--- config.mk ---
export PLATFORM = sky130hd
export DESIGN_NAME = biu_div_cell
export DESIGN_NICKNAME = d
export VERILOG_FILES = /design/src/rtl/core/biu_pkg.sv /design/src/rtl/core/biu_div_cell.sv
export SDC_FILE = /design/constraint.sdc
export NUM_CORES = 1
export LEC_CHECK = 0
export BUFFER_PORTS_ARGS = -buffer_cell sky130_fd_sc_hd__buf_4
export CAP_MARGIN = 20
export CELL_PAD_IN_SITES_DETAIL_PLACEMENT = 1
export CELL_PAD_IN_SITES_GLOBAL_PLACEMENT = 1
export CORE_AREA = 2 2 292 294
export CTS_BUF_LIST = sky130_fd_sc_hd__clkbuf_8
export CTS_CLUSTER_DIAMETER = 120
export DETAILED_ROUTE_END_ITERATION = 12
export DIE_AREA = 0 0 294 296
export PLACE_DENSITY = 0.62
export SKIP_LAST_GASP = 1
export SLEW_MARGIN = 30
export SYNTH_ARGS = -nofsm -noshare
export SYNTH_HDL_FRONTEND = slang
export SYNTH_SLANG_ARGS = --single-unit
--- constraint.sdc ---
create_clock -name i_clk -period 7 [get_ports i_clk]
set_input_delay 1.4 -clock i_clk [delete_from_list [all_inputs] [get_ports i_clk]]
set_output_delay 1.4 -clock i_clk [all_outputs]
set_load 0.05 [all_outputs]
--- src/rtl/core/biu_pkg.sv ---
// Package for the bilinear interpolation unit: widths, types and the divider step.
`default_nettype none
package biu_pkg;
    localparam int DataWidth = 32;
    localparam int InWidth   = 10 * DataWidth;
    localparam int SpanWidth = DataWidth + 1;
    localparam int WgtWidth  = 2 * SpanWidth;
    localparam int ProdWidth = DataWidth + WgtWidth;
    localparam int NumWidth  = ProdWidth + 2;
    localparam int DenWidth  = 2 * SpanWidth;
    localparam int QuoWidth  = NumWidth;
    localparam int RemWidth  = DenWidth + 1;

    typedef enum logic [1:0] {
        T_MODE_FULL = 2'd0,
        T_MODE_NEAR = 2'd1
    } t_mode;

    // One item moving through the divider chain.
    typedef struct packed {
        logic                  valid;
        t_mode                 mode;
        logic [DataWidth-1:0]  near_value;
        logic                  neg;
        logic [NumWidth-1:0]   num_mag;
        logic [DenWidth-1:0]   den_mag;
        logic [RemWidth-1:0]   rem;
        logic [QuoWidth-1:0]   quo;
    } t_div_item;
endpackage
`default_nettype wire

--- src/rtl/core/biu_div_cell.sv ---
// One restoring-division cell: produces one quotient bit and hands the item on.
`default_nettype none
module biu_div_cell (
    input  wire logic               i_clk,
    input  wire logic               i_rst_n,
    input  wire logic               i_adv,
    input  wire logic [$clog2(biu_pkg::NumWidth)-1:0] i_bit,
    input  biu_pkg::t_div_item      i_item,
    output biu_pkg::t_div_item      o_item
);
    localparam int R = biu_pkg::RemWidth;

    biu_pkg::t_div_item n_item;
    logic [R-1:0]       shifted;
    logic [R-1:0]       diff;

    always_comb begin
        n_item  = i_item;
        shifted = {i_item.rem[R-2:0], i_item.num_mag[i_bit]};
        diff    = shifted - R'(i_item.den_mag);
        if (!diff[R-1]) begin
            n_item.rem = diff;
            n_item.quo[i_bit] = 1'b1;
        end else begin
            n_item.rem = shifted;
        end
    end

    always_ff @(posedge i_clk) begin
        if (!i_rst_n) begin
            o_item.valid <= 1'b0;
        end else if (i_adv) begin
            o_item.valid <= i_item.valid;
        end
        if (i_adv) begin
            o_item.mode       <= n_item.mode;
            o_item.near_value <= n_item.near_value;
            o_item.neg        <= n_item.neg;
            o_item.num_mag    <= n_item.num_mag;
            o_item.den_mag    <= n_item.den_mag;
            o_item.rem        <= n_item.rem;
            o_item.quo        <= n_item.quo;
        end
    end
endmodule
`default_nettype wire

==> results by stage, run 1 <==
Die:
- The die boundary width is 294 µm.
- The starting density of the core is 21.6%.
- The floorplan has 107 rows.
- ~750 I/O pins were placed.
- The vertical die dimension is just under 300 µm.
- The floorplan step defined a core boundary enclosing 84,200 µm².
- The die covers 87,000 µm².

Power:
- Of the total power, the share spent switching nets is 36.0%.
- The power density normalized to cell area is 264 nW/µm².
- The worst-case IR drop observed on VDD is approximately 0.13 mV.
- The leakage power is around 12 nW.
- The share of total power dissipated in combinational logic is 32.0%.
- The analysis attributes to net switching a power of around 0.0026 W.
- The sequential share of power is 38.7%.
- The internal power is 0.00458 W.
- The share of power burned in the clock network is 29.4%.

Worst setup path:
- The worst setup path is of the in -> reg kind.
- The delay of the slowest cell on the worst path is 0.47 ns.
- Across all register-to-register paths, the minimum setup slack is between 6 and 7 ns.
- The critical path launch point type is an input port.
- The worst setup path is captured at a register.
- The cell type of the slowest stage on the worst timing path is mux4_2.
- The data required time at the worst endpoint is 7.37 ns.
- The critical path data arrival time is 7.03 ns.
- In this run the worst path has a maximum fanout of 17.
- In this design, the critical path's most frequently occurring cell is buf_4.

Finish:
- Counting the fill cells in the layout gives 9,394.
- The synthesis-to-finish area growth is 48.9%.
- The fraction of final layout cells sized beyond drive strength 1 is 50.0%.
- o_item holds more flip-flops than any other register.
- The number of flip-flops under the largest register name is around 370.
- For this run, the post-layout net count is about 2.7k.
- After the flow finishes, the layout carries non-filler instances totaling 3,350.
- The largest registers in the layout are o_item x369.

Route:
- The average vias per placed instance is 4.63.
- After the first detailed-routing iteration, the DRC count stood at 873.
- The number of detailed-route iterations in the first pass is 5.
- In the routed design, unresolved DRC markers number 0.
- Summing over every cut layer, the via total after detailed routing is 15.5k.
- The number of routed nets with antenna violations is 0.
- The routed wirelength normalized by instance count is about 25 µm.
- After detailed routing, the total wire length is 83,600 µm.

Clock network:
- The clock passes through at most 3 buffers.
- Buffers inserted during clock tree synthesis total 73.
- The CTS tree is done.
- Clock-pin slew was measured on the worst setup and hold paths at roughly 0.06 ns.
- The clock root buffer master is clkbuf_8.
- In this run the number of H-tree levels came out at 3.
- The clock network latency to the later pin of the worst-skew pair is 0.66 ns.
- The post-cts hold buffer count is 0.
- The clock sink total is 369.

Synth:
- The Yosys step of the flow raised 0 warnings.
- The post-synth design cell area is about 18,000 µm².
- In this run the mean area of a mapped cell was around 13 µm².
- The number of storage elements in the synthesis netlist is between 300 and 400.
- The share of synthesized area in the top cell type comes to 60.7%.
- Synthesis produced ~1.4k cells.
- By area the synthesized netlist is led by edfxtp_1 61%, a31o_2 4.9%, ha_1 4.5%.
- The top flip-flop cell by instance count after synthesis is edfxtp_1.
- The count of flip-flops with a built-in enable after synthesis is 368.
- The most instantiated library cell after synthesis is edfxtp_1.
- Of the synthesized area, sequential elements account for 60.8%.
- Counting instances in the post-synthesis netlist gives the leading cell types as 368 x edfxtp_1, 102 x a31o_2, 83 x inv_1, 77 x a21oi_1, 69 x nor2_1.
- The net count of the mapped netlist is 1,817.
- The synthesized netlist contains 68 unique library cells.
- Of all cell types, the one taking the most synthesized area is edfxtp_1.
- Of all flip-flops after synthesis, the portion carrying an async set or reset was 0%.

Min path:
- The path type of the worst min-delay path is reg -> reg.

Global routing:
- The global-route wire length before repair is between 100,000 and 150,000 µm.
- The number of antenna violations at the first check in global routing is 9.
- The largest net degree at the start of global routing is ~160.
- The overall fraction of global-route tracks in use is a little under a fifth.
- For this run the aggregate overflow at the end of global routing stands at 0.
- The via count of the first global-routing pass is 16.4k.

Placed design:
- The global placer's final weighted congestion is 0.888.
- In this run, placement finished with an instance count of 3,217.
- Summed over all nets, the half-perimeter wirelength after detailed placement is 66,300 µm.
- The post-place setup slack is -0.752 ns.
- The number of port buffers is roughly 750.

STA:
- The clock arrives with 0 ns of skew.
- The top achievable clock speed is 0.150 GHz.
- For the finished layout, the period the worst path requires is 6.66 ns.
- The count of final hold-check violations is 0.
- Setup repair after global routing left no endpoint under its margin.
- The transition time of the tightest slew-check pin is between 1 and 1.5 ns.
- In the post-route analysis, the smallest setup slack over all paths is 0.345 ns.
- Of the available clock period, the critical path in the final layout requires 95.1%.
- Setup violations remaining at the end of the flow were counted as 0.
- The max-slew violation count came to 0.
- The normalized max-slew margin is between 20% and 30%.

Run:
- The number of maximum-capacitance violations is 0.

Run status:
- The flow ran to the end, and the final reports show no timing, DRC or antenna violations.
-- per-layer routing --
layer / vias to the layer above / wire [µm] / GRT usage, %
li1: 6964 / - / -
met4: 10 / 2040 / 4.83
met2: 577 / 42200 / 32.1
met1: 7850 / 31900 / 21.0
met5: - / 59 / 0
met3: 126 / 7370 / 6.27
-- what timing repair did --
action	in CTS	in global routing
endpoints found under the setup margin	8	166
gates cloned	1	1
resized for setup	2	9
pin swaps	0	5
setup buffers	1	3
-- cells by family (layout without fill, tap and decap cells) --
logic type | Yosys count | count (layout) | synth area share [%]
compound gates | 357 | 357 | 13.9
flops | 369 | 369 | 60.8
simple gates | 267 | 267 | 7.11
other cells | 0 | 2 | 0
fa+ha+maj | 67 | 67 | 4.64
mux | 90 | 90 | 7.04
xor+xnor | 61 | 61 | 2.93
buf+inv | 160 | 1047 | 3.55
-- metrics by stage --
step           TNS, ns  cell area, µm²  utilization [%]  power [W]  hold WS, ns
2_1_floorplan        0           18200                -    0.00415        0.743
3_3_place_gp    -89.66           25600             30.4    0.00505        0.503
3_5_place_dp   -104.22           25600             30.4    0.00507        0.513
4_1_cts        -0.0132           27000             32.1    0.00726        0.532
5_1_grt              0           27100             32.2    0.00747        0.573
6_report             0           27100             32.2    0.00716        0.521
-- final cells by class --
| type | instances | area [µm²] | area share (%) |
|---|---|---|---|
| well taps | 1090 | 1360 | 5.03 |
| diodes | 2 | 5.00 | 0.0185 |
| inverters | 83 | 312 | 1.15 |
| repair buffers | 839 | 6480 | 23.9 |
| multi-input cells | 842 | 6570 | 24.2 |
| clock buffers | 74 | 1020 | 3.76 |
| flip-flops and latches | 369 | 11100 | 40.8 |
| clock inverters | 51 | 299 | 1.10 |
-- power groups by stage --
stage	Sequential [W]	Clock [W]	Combinational (W)
finish	0.00277	0.00210	0.00229
global route	0.00279	0.00228	0.00241
CTS	0.00277	0.00220	0.00229
detailed placement	0.00281	0	0.00226
global placement	0.00281	0	0.00224
floorplan	0.00354	0	0.000611
-- layout by cell type, fill, tap and decap left out, types with 11 or more instances in the layout --
master    instances
a21o_1           19
a21oi_1          77
a221oi_1         13
a31o_2          102
buf_4           824
clkbuf_8         74
clkinv_1         14
edfxtp_1        368
ha_1             66
inv_1           105
mux2_2           29
mux2_4           39
mux4_2           12
nand2_1          67
nand2b_1         12
nand3_1          23
nand4_1          19
nor2_1           67
nor2b_1          14
nor3_1           21
o21a_1           11
o21ai_0          47
o21bai_1         11
xnor2_1          37
xor2_1           23
-- worst max-delay path: cells and delay by family --
kind / cells / cell delay, ns
compound gates: 12 / 2.60
xor+xnor: 1 / 0.22
fa+ha+maj: 2 / 0.55
buf+inv: 6 / 0.83
mux: 2 / 0.83
simple gates: 4 / 0.55
-- final timing paths --
check / from / end / cells past startpoint
setup / recovery: i_bit[1] / o_item[106] / 27
hold / removal: o_item[368] / o_item[368] / 2
setup reg to reg: o_item[368] / o_item[368] / 2
hold reg to reg: o_item[368] / o_item[368] / 2
No activity file was read; power rests on OpenSTA's default activity.
==> inputs of run 2 (changes only) <==
- GPL_TIMING_DRIVEN: default -> 0
- PLACE_DENSITY: 0.62 -> 0.6
- clock period: 7 -> 7.6 ns (I/O delays scaled with it)
==> run 2 against run 1 <==
Against the previous run: sequential cell count did not move; hold slack gained 0.0064 ns; via count fell by 1.9%.
==> results by stage, run 2 (synthesized netlist as in run 1, its figures left out) <==
Route:
- The wire length after detailed routing is 84,300 µm (+0.84%).
- The residual DRC count came to 0 (unchanged).
- The initial detailed-routing violation count is 812 (-7.0%).
- The average vias per placed instance is 4.56 (-1.7%).
- The number of vias in the routed layout was 15.2k (-1.9%).
- The number of routed nets with antenna violations is 0 (unchanged).
- The routed wirelength normalized by instance count is 25.2 µm (+0.99%).
- The number of detailed-route iterations in the first pass is 5 (unchanged).

Finish:
- The final core area utilization is 31.8% (-0.36 points).
- The count of filler cells inserted in the layout is 9,364 (-0.32%).
- The synthesis-to-finish area growth is 47.2%.
- The number of flip-flops under the largest register name came to 369 (unchanged).
- The area of all placed cells without fillers is 26,800 µm² (-1.1%).
- Leaving out fill and tap cells, the most frequent cells in the layout are 742 x buf_4, 368 x edfxtp_1, 112 x inv_1.
- The commonest non-fill, non-tap cell in the layout is buf_4.
- The net count reported at finish was 2,639 (-0.57%).
- In the final layout, the registers with the most flip-flops are o_item x369.
- The fraction of final layout cells sized beyond drive strength 1 came to 47.6% (-2.4 points).
- o_item holds more flip-flops than any other register.

STA:
- The worst hold margin was 0.527 ns (+0.00637 ns).
- The final setup violation count is 0 (unchanged).
- Setup repair after global routing left no endpoint under its margin.
- The worst path in the final design needs a cycle of 7.36 ns, including I/O delays and setup.
- The worst clock skew on the final layout is 0 ns (unchanged).
- The aggregate negative setup slack is 0 ns (unchanged).
- The final setup slack of the worst path is 0.244 ns (-0.101 ns).
- The transition time of the tightest slew-check pin is 0.958 ns (-0.107 ns).
- Dividing the final minimum period by the clock period gives between 90% and 100%.
- The count of final hold-check violations was 0 (unchanged).
- The normalized max-slew margin is 36.2% (+7.2 points).
- Timing would allow up to 0.136 GHz.
- The max-slew violation count is 0 (unchanged).

Power:
- The maximum vdd drop is 0.161 mV (+28%).
- The net switching power is 0.00240 W (-6.9%).
- The internal power was 0.00417 W (-8.8%).
- The power density normalized to cell area was 245 nW/µm² (-7.1%).
- The combinational share of power came to 31.3% (-0.7 points).
- The sequential share of power is 38.7% (about the same).
- The switching power as a share of total power is 36.5% (+0.48 points).
- The leakage power came to 11.3 nW (-2.1%).
- The share of power burned in the clock network was 30.0% (+0.6 points).

Placed design:
- The HPWL reported at the end of detailed placement is 67,900 µm (+2.4%).
- The instance area after placement is 25,300 µm² (-1.3%).
- The post-place setup slack is -2.18 ns (-1.42 ns).
- The number of port buffers was 740 (-0.80%).
- The global placer's final weighted congestion is 0.895 (+0.81%).

Min path:
- The path type of the worst min-delay path is reg -> reg.

Worst setup path:
- The data required time at the worst endpoint is 8.01 ns (+0.64 ns).
- The type of the setup path with the least slack is in -> reg.
- The kind of capture point of the worst setup path is a register.
- The critical path data arrival time is 7.77 ns (+0.74 ns).
- The critical path launch point type is an input port.
- The largest fanout on the critical path is 10 (-7).

Global routing:
- The number of antenna violations at the first check in global routing is 12 (+3).
- The via count of the first global-routing pass is 16.3k (-0.80%).
- The global-route wire length before repair is 116,000 µm (+0.16%).
- The largest net degree at the start of global routing is 84 (-48%).
- The overall fraction of global-route tracks in use is 18.4% (+0.20 points).
- The sum of overflow across all layers after global routing is 0 (unchanged).

Run status:
- The run finished with clean final reports.

Die:
- The die boundary width came to 294 µm (unchanged).
- The starting density of the core came to 21.6% (unchanged).
- The floorplan core area came to 84,200 µm² (unchanged).
- The number of I/O pins is 748 (unchanged).
- The site row count is 107 (unchanged).
- The overall die area is 87,000 µm² (unchanged).
- The vertical die dimension came to 296 µm (unchanged).

Clock network:
- The clock network latency to the later pin of the worst-skew pair is 0.69 ns (+0.03 ns).
- The clock sink total is 369 (unchanged).
- The depth of the CTS H-tree is 3 (unchanged).
- The CTS tree is done.
- The CTS clock-pin slew for the worst setup and hold paths is 0.05 ns (about the same).
- Clock tree synthesis selected as its root buffer the cell clkbuf_8.
- The clock tree buffer depth came to 3 (unchanged).
- The total clock buffers created by CTS is 74 (+1.4%).

Run:
- The number of maximum-capacitance violations was 0 (unchanged).
-- run 2: changes by cell type in the layout (fill, tap and decap cells not counted), moves of 3 or more --
cell      change
buf_12        -9
buf_16        +3
buf_2        +13
buf_4        -82
clkbuf_1     +46
clkbuf_2      +5
clkbuf_4      +4
inv_1         +7
nor3_1        -4
nor3_2        +3
-- run 2: final timing paths --
| check | startpoint | end | slack, ns | cells after the start |
|---|---|---|---|---|
| max | i_bit[1] | o_item[156] | 0.24 | 26 |
| min | o_item[368] | o_item[368] | 0.53 | 2 |
| max reg2reg | o_item[368] | o_item[368] | 7.01 | 2 |
| min reg2reg | o_item[368] | o_item[368] | 0.53 | 2 |
-- run 2: metrics by stage --
stage / power, W / cells
floorplan: 0.00382 / 1371
global placement: 0.00462 / 3201
detailed placement: 0.00464 / 3205
CTS: 0.00668 / 3340
global route: 0.00685 / 3342
finish: 0.00657 / 3345
-- run 2: area by class of cell --
type / count / area (µm²) / area share (%)
Antenna cell: 4 / 10.0 / 0.0373
Timing Repair Buffer: 746 / 5690 / 21.2
Tap cell: 1090 / 1360 / 5.09
Multi-Input combinational cell: 842 / 6610 / 24.6
Inverter: 83 / 312 / 1.16
Clock inverter: 60 / 360 / 1.34
Clock buffer: 74 / 1020 / 3.80
Buffer: 77 / 388 / 1.45
Sequential cell: 369 / 11100 / 41.3
-- run 2: critical path: stages --
cell,delay [ns]
clkbuf_2,0.17
nor2b_1,0.22
and2_1,0.32
a22o_1,0.30
a221oi_2,0.21
o21ai_0,0.16
mux4_2,0.48
nor2_1,0.12
a211oi_1,0.07
a311oi_1,0.32
ha_2,0.28
inv_1,0.06
fa_1,0.41
a21o_1,0.22
a221o_1,0.39
o211ai_1,0.32
o21ai_2,0.17
a41oi_2,0.16
buf_4,0.17
nor2_1,0.09
a211o_1,0.33
o221ai_4,0.26
xnor2_4,0.21
buf_12,0.21
buf_6,0.23
mux2_4,0.32
-- run 2: power by group through the flow --
stage | clock (W) | sequential, W | combinational [W]
2_1_floorplan | 0 | 0.00326 | 0.000563
3_3_place_gp | 0 | 0.00259 | 0.00203
3_5_place_dp | 0 | 0.00258 | 0.00205
4_1_cts | 0.00206 | 0.00254 | 0.00207
5_1_grt | 0.00213 | 0.00256 | 0.00216
6_report | 0.00197 | 0.00254 | 0.00206
-- run 2: repair_timing --
action | 4_1_cts | 5_1_grt
pin swaps | 2 | 2
setup endpoints to repair | 166 | 166
setup buffers | 1 | 1
resized for setup | 22 | 25
hold buffers | 0 | 0
-- run 2: per-layer routing --
metal | routed length [µm] | GRT usage, %
met5 | 89 | 0
met4 | 3360 | 8.25
met3 | 7630 | 6.73
met2 | 41700 | 31.8
met1 | 31400 | 20.2
